File: config.mk
export PLATFORM = sky130hd
export DESIGN_NAME = aftf_front
export DESIGN_NICKNAME = d
export VERILOG_FILES = /design/src/rtl/active_flow_table_filter_defines.svh /design/src/rtl/aftf_pkg.sv /design/src/rtl/aftf_front.sv
export SDC_FILE = /design/constraint.sdc
export NUM_CORES = 1
export LEC_CHECK = 0
export BUFFER_PORTS_ARGS = -buffer_cell sky130_fd_sc_hd__clkbuf_2
export CORE_MARGIN = 5
export CORE_UTILIZATION = 45
export DETAILED_ROUTE_END_ITERATION = 16
export HOLD_SLACK_MARGIN = 0.05
export PLACE_DENSITY = 0.7
export REMOVE_ABC_BUFFERS = 1
export SLEW_MARGIN = 20
export SYNTH_ARGS = -nofsm -noshare
export SYNTH_HDL_FRONTEND = slang
export SYNTH_SLANG_ARGS = --single-unit
File: constraint.sdc
create_clock -name clk_i -period 8.4 [get_ports clk_i]
set_input_delay 1.26 -clock clk_i [delete_from_list [all_inputs] [get_ports clk_i]]
set_output_delay 1.26 -clock clk_i [all_outputs]
set_load 0.03 [all_outputs]
File: src/rtl/active_flow_table_filter_defines.svh
// ----------------------------------------------------------------------------
// Active flow table filter assertion macros
// Shared helpers for concurrent checks, clocked on clk_i and held off in reset.
// ----------------------------------------------------------------------------
`ifndef ACTIVE_FLOW_TABLE_FILTER_DEFINES_SVH
`define ACTIVE_FLOW_TABLE_FILTER_DEFINES_SVH

// Check a condition at every clock edge outside reset.
`define AFTF_ASSERT(label, cond, msg) \
  label: assert property (@(posedge clk_i) disable iff (!rst_ni) (cond)) else $error(msg);

// Check that an antecedent implies a consequent in the same cycle.
`define AFTF_ASSERT_IMP(label, ante, cons, msg) \
  label: assert property (@(posedge clk_i) disable iff (!rst_ni) (ante) |-> (cons)) \
    else $error(msg);

`endif

File: src/rtl/aftf_pkg.sv
// ----------------------------------------------------------------------------
// Active flow table filter package
// Item types shared by the front queue and engine; result type of the engine.
// ----------------------------------------------------------------------------
package aftf_pkg;

  localparam int unsigned AddrW  = 32;
  localparam int unsigned PortW  = 16;
  localparam int unsigned StampW = 32;
  localparam int unsigned InDataW  = 128;
  localparam int unsigned OutDataW = 8;
  localparam int unsigned OutUserW = 2;

  // Packed so that the lowest bits hold the source address, as on the bus.
  typedef struct packed {
    logic [PortW-1:0] dst_port;
    logic [PortW-1:0] from_port;
    logic [AddrW-1:0] dst_addr;
    logic [AddrW-1:0] from_addr;
  } tuple_t;

  typedef struct packed {
    logic [StampW-1:0] now;
    logic              proto;
    tuple_t            tuple;
  } item_t;

  typedef struct packed {
    logic accept;
    logic created;
    logic full;
  } result_t;

endpackage

File: src/rtl/aftf_front.sv
// ----------------------------------------------------------------------------
// Active flow table filter front queue
// Accept header transfers, unpack them and hold up to two for the engine.
// ----------------------------------------------------------------------------
module aftf_front
  import aftf_pkg::*;
(
  input  logic                clk_i,
  input  logic                rst_ni,
  input  logic                s_axis_tvalid,
  output logic                s_axis_tready,
  input  logic [InDataW-1:0]  s_axis_tdata,
  input  logic [0:0]          s_axis_tuser,
  output logic                item_valid_o,
  input  logic                item_ready_i,
  output item_t               item_o
);

  localparam logic [1:0] Depth = 2'd2;

  item_t      slot_q [2];
  logic       wr_ptr_q, wr_ptr_d;
  logic       rd_ptr_q, rd_ptr_d;
  logic [1:0] fill_q, fill_d;
  logic       push, pop;
  item_t      in_item;

  always_comb begin
    in_item.tuple = tuple_t'(s_axis_tdata[95:0]);
    in_item.now   = s_axis_tdata[127:96];
    in_item.proto = s_axis_tuser[0];
  end

  assign s_axis_tready = (fill_q != Depth);
  assign item_valid_o  = (fill_q != 2'd0);
  assign item_o        = slot_q[rd_ptr_q];

  assign push = s_axis_tvalid && s_axis_tready;
  assign pop  = item_valid_o && item_ready_i;

  always_comb begin
    wr_ptr_d = push ? ~wr_ptr_q : wr_ptr_q;
    rd_ptr_d = pop ? ~rd_ptr_q : rd_ptr_q;
    fill_d   = fill_q + {1'b0, push} - {1'b0, pop};
  end

  always_ff @(posedge clk_i or negedge rst_ni) begin
    if (!rst_ni) begin
      wr_ptr_q <= 1'b0;
      rd_ptr_q <= 1'b0;
      fill_q   <= 2'd0;
    end else begin
      wr_ptr_q <= wr_ptr_d;
      rd_ptr_q <= rd_ptr_d;
      fill_q   <= fill_d;
    end
  end

  always_ff @(posedge clk_i) begin
    if (push) begin
      slot_q[wr_ptr_q] <= in_item;
    end
  end

endmodule

==> results of run 1 <==
stage by stage:
stage,util,total power [mW],setup WS [ns]
3_3_place_gp,0.530,3.51,4.68
3_5_place_dp,0.530,3.55,4.61
4_1_cts,0.567,4.62,4.05
5_1_grt,0.567,4.76,3.96
6_report,0.567,4.55,4.15
2_1_floorplan,-,3.12,1.06
per-layer routing:
metal | vias to the layer above | track usage | routed length, um
met5 | - | 0 | 0
met4 | 0 | 0.0329 | 361
met3 | 27 | 0.0544 | 1770
met2 | 201 | 0.258 | 9390
met1 | 2349 | 0.183 | 7230
li1 | 2234 | - | -
critical path, delay by kind of cell, from the launching register on:
| kind | cells | cell delay (ns) |
|---|---|---|
| DFF | 1 | 1.00 |
| buffers and inverters | 2 | 0.97 |
| muxes | 1 | 0.43 |
state kept, by name (all words and copies together) (netlist names):
signal,count
wr_ptr_q,1
slot_q,258
rd_ptr_q,1
fill_q,2
worst paths after layout:
| kind | slack (ns) | from | endpoint |
|---|---|---|---|
| setup / recovery | 4.15 | rd_ptr_q | item_o[57] |
| max in group asynchronous | 7.72 | rst_ni | rd_ptr_q |
| hold reg to reg | 0.53 | fill_q[0] | fill_q[0] |
| min in group asynchronous | 0.54 | rst_ni | fill_q[0] |
| setup reg to reg | 5.60 | fill_q[0] | slot_q[0][124] |
| hold / removal | 0.53 | fill_q[0] | fill_q[0] |
placed cells by master (no fill, tap or decap), drive strengths merged:
master / n
ha: 2
buf: 4
bufinv: 1
nand2: 1
dfrtp: 4
clkinv: 9
clkbuf: 298
inv: 1
xnor2: 3
nand2b: 1
nor2: 1
and3: 1
and2: 1
xor2: 1
clkinvlp: 1
edfxtp: 258
mux2: 129
or2: 1
power by group through the flow:
| stage | sequential (mW) | combinational [mW] | clock [mW] |
|---|---|---|---|
| after floorplan | 1.99 | 1.13 | 0 |
| after global placement | 1.93 | 1.58 | 0 |
| after detailed placement | 1.95 | 1.60 | 0 |
| after CTS | 1.92 | 1.61 | 1.09 |
| after global routing | 1.95 | 1.67 | 1.15 |
| final | 1.92 | 1.57 | 1.06 |
layout make-up:
type,instances,share of cell area
Clock buffer,35,0.0594
Clock inverter,11,0.00632
Inverter,1,0.000316
Multi-Input combinational cell,141,0.131
Sequential cell,262,0.661
Tap cell,275,0.0290
Timing Repair Buffer,267,0.113
kinds of logic after synthesis:
logic type,Yosys count,synth area share
xor+xnor,4,0.00368
fa+ha+maj,2,0.00262
buf+inv,15,0.0146
flops,262,0.823
mux,129,0.152
simple gates,6,0.00341
==> out/qor.txt, run 1 <==
Sequential Power Share - 0.422
PortBufs - 263
outcome - complete, no violations
fillcell total - 1622
share of cells above drive strength 1 - 0.603
Post-synth EDFFs - 258
Vias/cell - 4.85
Final ANT Viol Nets - 0
Area Overhead vs Synth - 24.7%
vias - 4811
DRC viols - 0
slowest stage delay, CP - 1.00 ns
Initial DRC Count - 205
Die H - 156 um
num rows - 53
Starting Density - 0.455
Reg clk slew, reported paths - 0.06 ns
final setup vio count - 0
GP Congestion - 0.765
core area - 0.0210 mm^2
Setup crit end kind - primary output
hold crit path type - reg2reg
count of boundary I/O pins - 264
Top FF cell, synth - edfxtp_1
Lkg Pwr - 4.49 nW
Synth top cells by count - edfxtp_1, mux2_2, buf_6
FF/Latch Area - 0.00785 mm^2
final instance area - 0.0119 mm^2
cts bufs inserted - 27
net count reported at finish - 835
Setup Skew - 0.00909 ns
clock share of power - 0.233
internal power - 2.93 mW
Worst Path Class, Setup - reg2out
total power per unit cell area - 383 mW/mm^2
cells on worst reg2reg path - 5
WL/cell - 18.9 um
worst path arrival time - 2.99 ns
post-synth top area share - 0.813
Final HPWL DP - 12600 um
CTS Buffer Depth - 3
count of pins over their slew limit - 0
synthesized area - 0.00953 mm^2
clock latency on the worst-skew pair - 0.51 ns
WHS - 0.535 ns
Inst Count DP - 946
crit start category - register
gr usage total - 0.150
critical path cell sequence - buf_4, mux2_2, clkbuf_2
setup TNS - 0 ns
f_max - 0.235 GHz
Yosys reg bits - 262
first-pass GRT wire length - 28700 um
endpoints failing hold - 0
min cycle time layout - 4.25 ns
Max-Cap Viols - 0
number of global-route vias before repair - 5367
Die X - 156 um
Resized cells post-CTS - 0
DR pass1 iterations - 4
routed wire length - 18800 um
Worst path slowest cell - dfrtp_4
initial antenna violation count - 0
largest cells by area after synthesis - edfxtp_1, mux2_2, buf_6
Ys Warns - 0
most frequent cell after synthesis - edfxtp_1
ys async rst share - 0.0153
Worst EP required - 7.14 ns
net switching power of the design - 1.62 mW
aggregate global routing overflow - 0
Post-Syn Instances - 418
CTS tree - done
Worst VDD drop - 208 uV
Non-Filler Instances - 992
H-tree depth - 1
Netlist cell types - 16
fin crit share - 0.506
die area - 0.0242 mm^2
clk sink count - 262
largest net degree at the start of global routing - 74
Rel. slew slack - 0.323
synthesized area per cell - 22.8 um^2
Slew @ Worst Pin - 1.02 ns
sequential area share after synthesis - 0.823
Synth area leader - edfxtp_1
combinational share of power - 0.345
Root Buffer - clkbuf_16
RSZ-0062 raised after global routing - false
worst-path fanout max - 66
sw frac - 0.355
# Post-CTS Setup Buffers - 0
Antenna Cells - 0
Post-DP Area - 0.0111 mm^2
hold depth - 1
Multi-input gate area - 0.00156 mm^2
hold_buf cts - 0
Note: power is estimated with default switching activity, not from simulation.
==> run 2: changes to the inputs <==
Settings changed: ABC_AREA from default to 1, PLACE_DENSITY 0.7 to 0.73.
Clock period 8.4 ns to 3.9 ns, I/O delays scaled along.
==> run 2 against run 1 <==
Effect of this change:
- combinational power increased by 140%
- sequential power increased by 110%
- worst setup slack got worse by 3.3 ns
- critical path type unchanged
- via count increased by 25%
- global-route usage increased by 1.3 points
- highest routed layer is now met5
==> out/qor.txt, run 2 <==
Root Buffer - clkbuf_16
PortBufs - 263
GP Congestion - 0.830
largest cells by area after synthesis - edfxtp_1, nand2_1, buf_6
Post-DP Area - 0.0112 mm^2
Antenna Cells - 0
Final ANT Viol Nets - 0
hold crit path type - in2reg
Die X - 156 um
most common cell after layout, fill and taps aside - nand2_1
Synth area leader - edfxtp_1
CP endpoint - item_o[75]
Setup crit end kind - primary output
Top FF cell, synth - edfxtp_1
vias - 6029
most frequent cell after synthesis - nand2_1
aggregate global routing overflow - 0
CTS tree - done
die area - 0.0245 mm^2
CP startpoint - rd_ptr_q
worst-path fanout max - 59
synthesized area per cell - 13.7 um^2
num rows - 53
Yosys reg bits - 262
RR Endpoint - slot_q[1][11]
Max-Cap Viols - 0
initial antenna violation count - 1
sequential area share after synthesis - 0.814
Die H - 156 um
Resized cells post-CTS - 0
core area - 0.0211 mm^2
overall power - 10.2 mW
final instance area - 0.0120 mm^2
cells on worst reg2reg path - 4
largest net degree at the start of global routing - 75
Ys Warns - 0
share of cells above drive strength 1 - 0.312
gr usage total - 0.162
number of global-route vias before repair - 6062
outcome - complete, no violations
most frequent cells in the layout - nand2_1, clkbuf_2, edfxtp_1
Lkg Pwr - 5.21 nW
R2R Path Start - fill_q[1]
endpoints failing hold - 0
DRC viols - 0
count of boundary I/O pins - 264
fillcell total - 1704
post-synth top area share - 0.804
Area Overhead vs Synth - 24.2%
Post-synth EDFFs - 258
Post-Syn Instances - 706
Starting Density - 0.457
H-tree depth - 1
CTS Buffer Depth - 3
Final HPWL DP - 13600 um
count of pins over their slew limit - 0
RSZ-0062 raised after global routing - false
Slew @ Worst Pin - 1.02 ns
crit start category - register
R2R Setup Slk - 1.94 ns
setup TNS - 0 ns
final setup vio count - 0
Reg with most FFs - slot_q
clock latency on the worst-skew pair - 0.51 ns
ys async rst share - 0.0153
end-of-flow core utilization - 0.568
WL/cell - 16.1 um
Worst EP required - 3.31 ns
Netlist cell types - 12
synthesized area - 0.00964 mm^2
f_max - 0.332 GHz
Reg clk slew, reported paths - 0.06 ns
max FFs per register - 258
Regs by FF count - slot_q: 258 flops, fill_q: 2 flops
Vias/cell - 4.74
worst path arrival time - 2.43 ns
Synth top cells by count - nand2_1, edfxtp_1, buf_2
DR pass1 iterations - 4
min cycle time layout - 3.01 ns
fin crit share - 0.773
Worst Path Class, Setup - reg2out
Rel. slew slack - 0.322
Setup Skew - 0.00457 ns
first-pass GRT wire length - 31500 um
routed wire length - 20400 um
Initial DRC Count - 390
net count reported at finish - 1114
total power per unit cell area - 848 mW/mm^2
clk sink count - 262
Worst VDD drop - 500 uV
cts bufs inserted - 27
[run 2: power by group]
part	leakage (nW)	total, mW	internal [mW]	switching (mW)
clock	0.365	2.24	1.26	0.981
combinational	2.40	3.84	0.899	2.94
sequential	2.45	4.08	3.84	0.238
total	5.21	10.2	6.00	4.16
[run 2: worst max-delay path: stages, from the launching register on]
cell      delay, ns
dfrtp_4        0.85
buf_4          0.57
nand2_1        0.14
nand2_1        0.10
clkbuf_2       0.20
[run 2: metrics by stage]
| stage | hold WS, ns | setup WS [ns] | std cells |
|---|---|---|---|
| floorplan | 0.289 | -2.87 | 677 |
| finish | 0.258 | 0.885 | 1271 |
| global placement | 0.397 | 1.32 | 1224 |
| CTS | 0.233 | 0.802 | 1271 |
| global route | 0.231 | 0.650 | 1271 |
| detailed placement | 0.401 | 1.36 | 1224 |
[run 2: area by class of cell]
| type | count | area (um^2) | share of cell area |
|---|---|---|---|
| multi-input cells | 406 | 1550 | 0.130 |
| clock buffers | 31 | 691 | 0.0577 |
| well taps | 275 | 344 | 0.0287 |
| clock inverters | 15 | 76.3 | 0.00637 |
| inverters | 9 | 41.3 | 0.00345 |
| flip-flops and latches | 262 | 7850 | 0.656 |
| repair buffers | 273 | 1420 | 0.118 |
[run 2: worst min-delay path by stage]
stage                                start             to  slack (ns)  cells past startpoint
after floorplan                     rst_ni      fill_q[0]        0.29                      0
after global placement              rst_ni      fill_q[1]        0.40                      1
after detailed placement            rst_ni      fill_q[1]        0.40                      1
after CTS                 s_axis_tdata[78]  slot_q[1][78]        0.23                      1
after global routing      s_axis_tdata[26]  slot_q[0][26]        0.23                      1
final                     s_axis_tdata[81]  slot_q[1][81]        0.26                      1
[run 2: kinds of logic (layout without fill, tap and decap cells)]
family	after synthesis	in the layout	share of synthesized area
simple gates	404	404	0.158
fa+ha+maj	2	2	0.00259
buf+inv	38	328	0.0258
flops	262	262	0.814
[run 2: what timing repair did]
action / CTS / global route
hold buffers: 1 / 0
buffers inserted: 0 / 0
hold endpoints to repair: 4 / 0
[run 2: routing by layer]
layer	global-route usage	share of wire
met2	0.276	0.50
met1	0.203	0.39
met4	0.0496	0.029
met5	0	0.00064
met3	0.0465	0.085
==> run 3: changes to the inputs <==
Settings changed: PLACE_DENSITY 0.73 to 0.7.
Clock period 3.9 ns to 3.1 ns, I/O delays scaled along.
==> run 3 against run 2 <==
Effect of this change:
- die area is the same
- combinational power grew 31%
- via count shrank 0.73%
- core utilization grew 0.64 points
- non-clock buffer count shrank 1
- cell area grew 1.1%
- first-iteration DRC count shrank 3.6%
- wire length grew 0.34%
- clock skew grew 0.0080 ns
- flip-flop and latch count is the same
- sequential power grew 23%
- largest cell class unchanged
==> out/qor.txt, run 3 (synthesis gave the netlist of run 2 again) <==
final setup vio count - 0
Max-Cap Viols - 0
fin crit share - 0.802
aggregate global routing overflow - 0
Final ANT Viol Nets - 0
overall power - 13.2 mW
Setup crit end kind - primary output
worst path arrival time - 2.02 ns
net count reported at finish - 1113
count of boundary I/O pins - 264
R2R Setup Slk - 1.31 ns
critical path cell sequence - inv_4, buf_12, nand2_1, nand2_1, clkbuf_2
num rows - 53
Reg clk slew, reported paths - 0.06 ns
DRC viols - 0
WHS - 0.129 ns
Root Buffer - clkbuf_16
Antenna Cells - 0
CTS tree - done
slowest stage delay, CP - 0.50 ns
Starting Density - 0.457
core area - 0.0211 mm^2
clk sink count - 262
min cycle time layout - 2.49 ns
Worst VDD drop - 728 uV
Reg with most FFs - slot_q
WL/cell - 16.1 um
number of global-route vias before repair - 5955
count of pins over their slew limit - 0
f_max - 0.402 GHz
Die X - 156 um
initial antenna violation count - 1
first-pass GRT wire length - 30800 um
RSZ-0062 raised after global routing - false
most frequent cells in the layout - nand2_1, clkbuf_2, edfxtp_1
FF/Latch Area - 0.00785 mm^2
Vias/cell - 4.71
hold crit path type - in2reg
die area - 0.0245 mm^2
Setup Skew - 0.0125 ns
vias - 5985
Worst EP required - 2.63 ns
total power per unit cell area - 1090 mW/mm^2
PortBufs - 263
Regs by FF count - slot_q: 258 flops, fill_q: 2 flops
endpoints failing hold - 0
Multi-input gate area - 0.00155 mm^2
H-tree depth - 1
Rel. slew slack - 0.539
gr usage total - 0.159
clock latency on the worst-skew pair - 0.52 ns
worst-path fanout max - 60
Initial DRC Count - 376
Die H - 156 um
Non-Filler Instances - 1272
largest net degree at the start of global routing - 131
# Post-CTS Setup Buffers - 0
most common cell after layout, fill and taps aside - nand2_1
Area Overhead vs Synth - 25.6%
outcome - complete, no violations
Slew @ Worst Pin - 0.692 ns
Inst Count DP - 1223
share of cells above drive strength 1 - 0.312
Worst path slowest cell - dfrtp_4
Resized cells post-CTS - 0
max FFs per register - 258
crit start category - register
DR pass1 iterations - 4
Lkg Pwr - 5.27 nW
Final HPWL DP - 13000 um
fillcell total - 1725
Worst Path Class, Setup - reg2out
routed wire length - 20500 um
cts bufs inserted - 27
GP Congestion - 0.742
most used cell, CP - nand2_1
CTS Buffer Depth - 3
==> run 3: changes by cell type in the layout (fill, tap and decap cells not counted) <==
| cell | before | now |
|---|---|---|
| clkinv_1 | 7 | 8 |
| buf_4 | 7 | 3 |
| bufinv_16 | 0 | 4 |
| clkinvlp_4 | 4 | 1 |
| inv_6 | 1 | 2 |
| clkinv_2 | 4 | 3 |
| buf_12 | 2 | 5 |
==> run 3: per-layer routing <==
layer	track usage	wire (um)	vias up
met1	0.198	7970	2799
met3	0.0415	1730	30
met2	0.277	10400	228
met5	0	11	-
li1	-	-	2926
met4	0.0405	384	2
==> run 3: timing repair <==
item / 4_1_cts / 5_1_grt
hold endpoints to repair: 4 / 0
hold buffers: 1 / 0
endpoints found under the setup margin: 0 / 0
==> run 3: cell type report <==
type                       count  area share
sequential                   262       0.648
multi-input combinational    406       0.128
timing repair buffer         272       0.120
clock buffer                  31      0.0570
tap                          275      0.0284
clock inverter                17      0.0150
inverter                       9     0.00341
==> run 3: report_power, final <==
part	internal, mW	switching, mW	leakage (nW)
clock network	1.92	1.25	0.423
registers	4.83	0.182	2.45
logic	1.17	3.85	2.40
==> run 3: final timing paths <==
check | end | depth (start not counted) | start
worst max-delay path | item_o[62] | 5 | rd_ptr_q
worst min-delay path | slot_q[1][99] | 1 | s_axis_tdata[98]
worst max register to register | slot_q[0][67] | 4 | fill_q[1]
worst min register to register | wr_ptr_q | 2 | wr_ptr_q
max in group asynchronous | rd_ptr_q | 2 | rst_ni
min in group asynchronous | fill_q[1] | 2 | rst_ni
==> run 3: worst max-delay path: cells and delay by family, from the launching register on <==
family                 cells  cell delay (ns)
AND/OR/NAND/NOR            2             0.19
buffers and inverters      3             0.74
flip-flops                 1             0.50
==> run 3: per-stage QoR <==
step                instance area (um^2)  setup WS, ns  TNS [ns]   util
detailed placement                 11200          1.13         0  0.532
global placement                   11200          1.16         0  0.532
finish                             12100         0.615         0  0.574
floorplan                           9430         -3.67   -743.52      -
global route                       12100         0.472         0  0.574
CTS                                12100         0.569         0  0.574
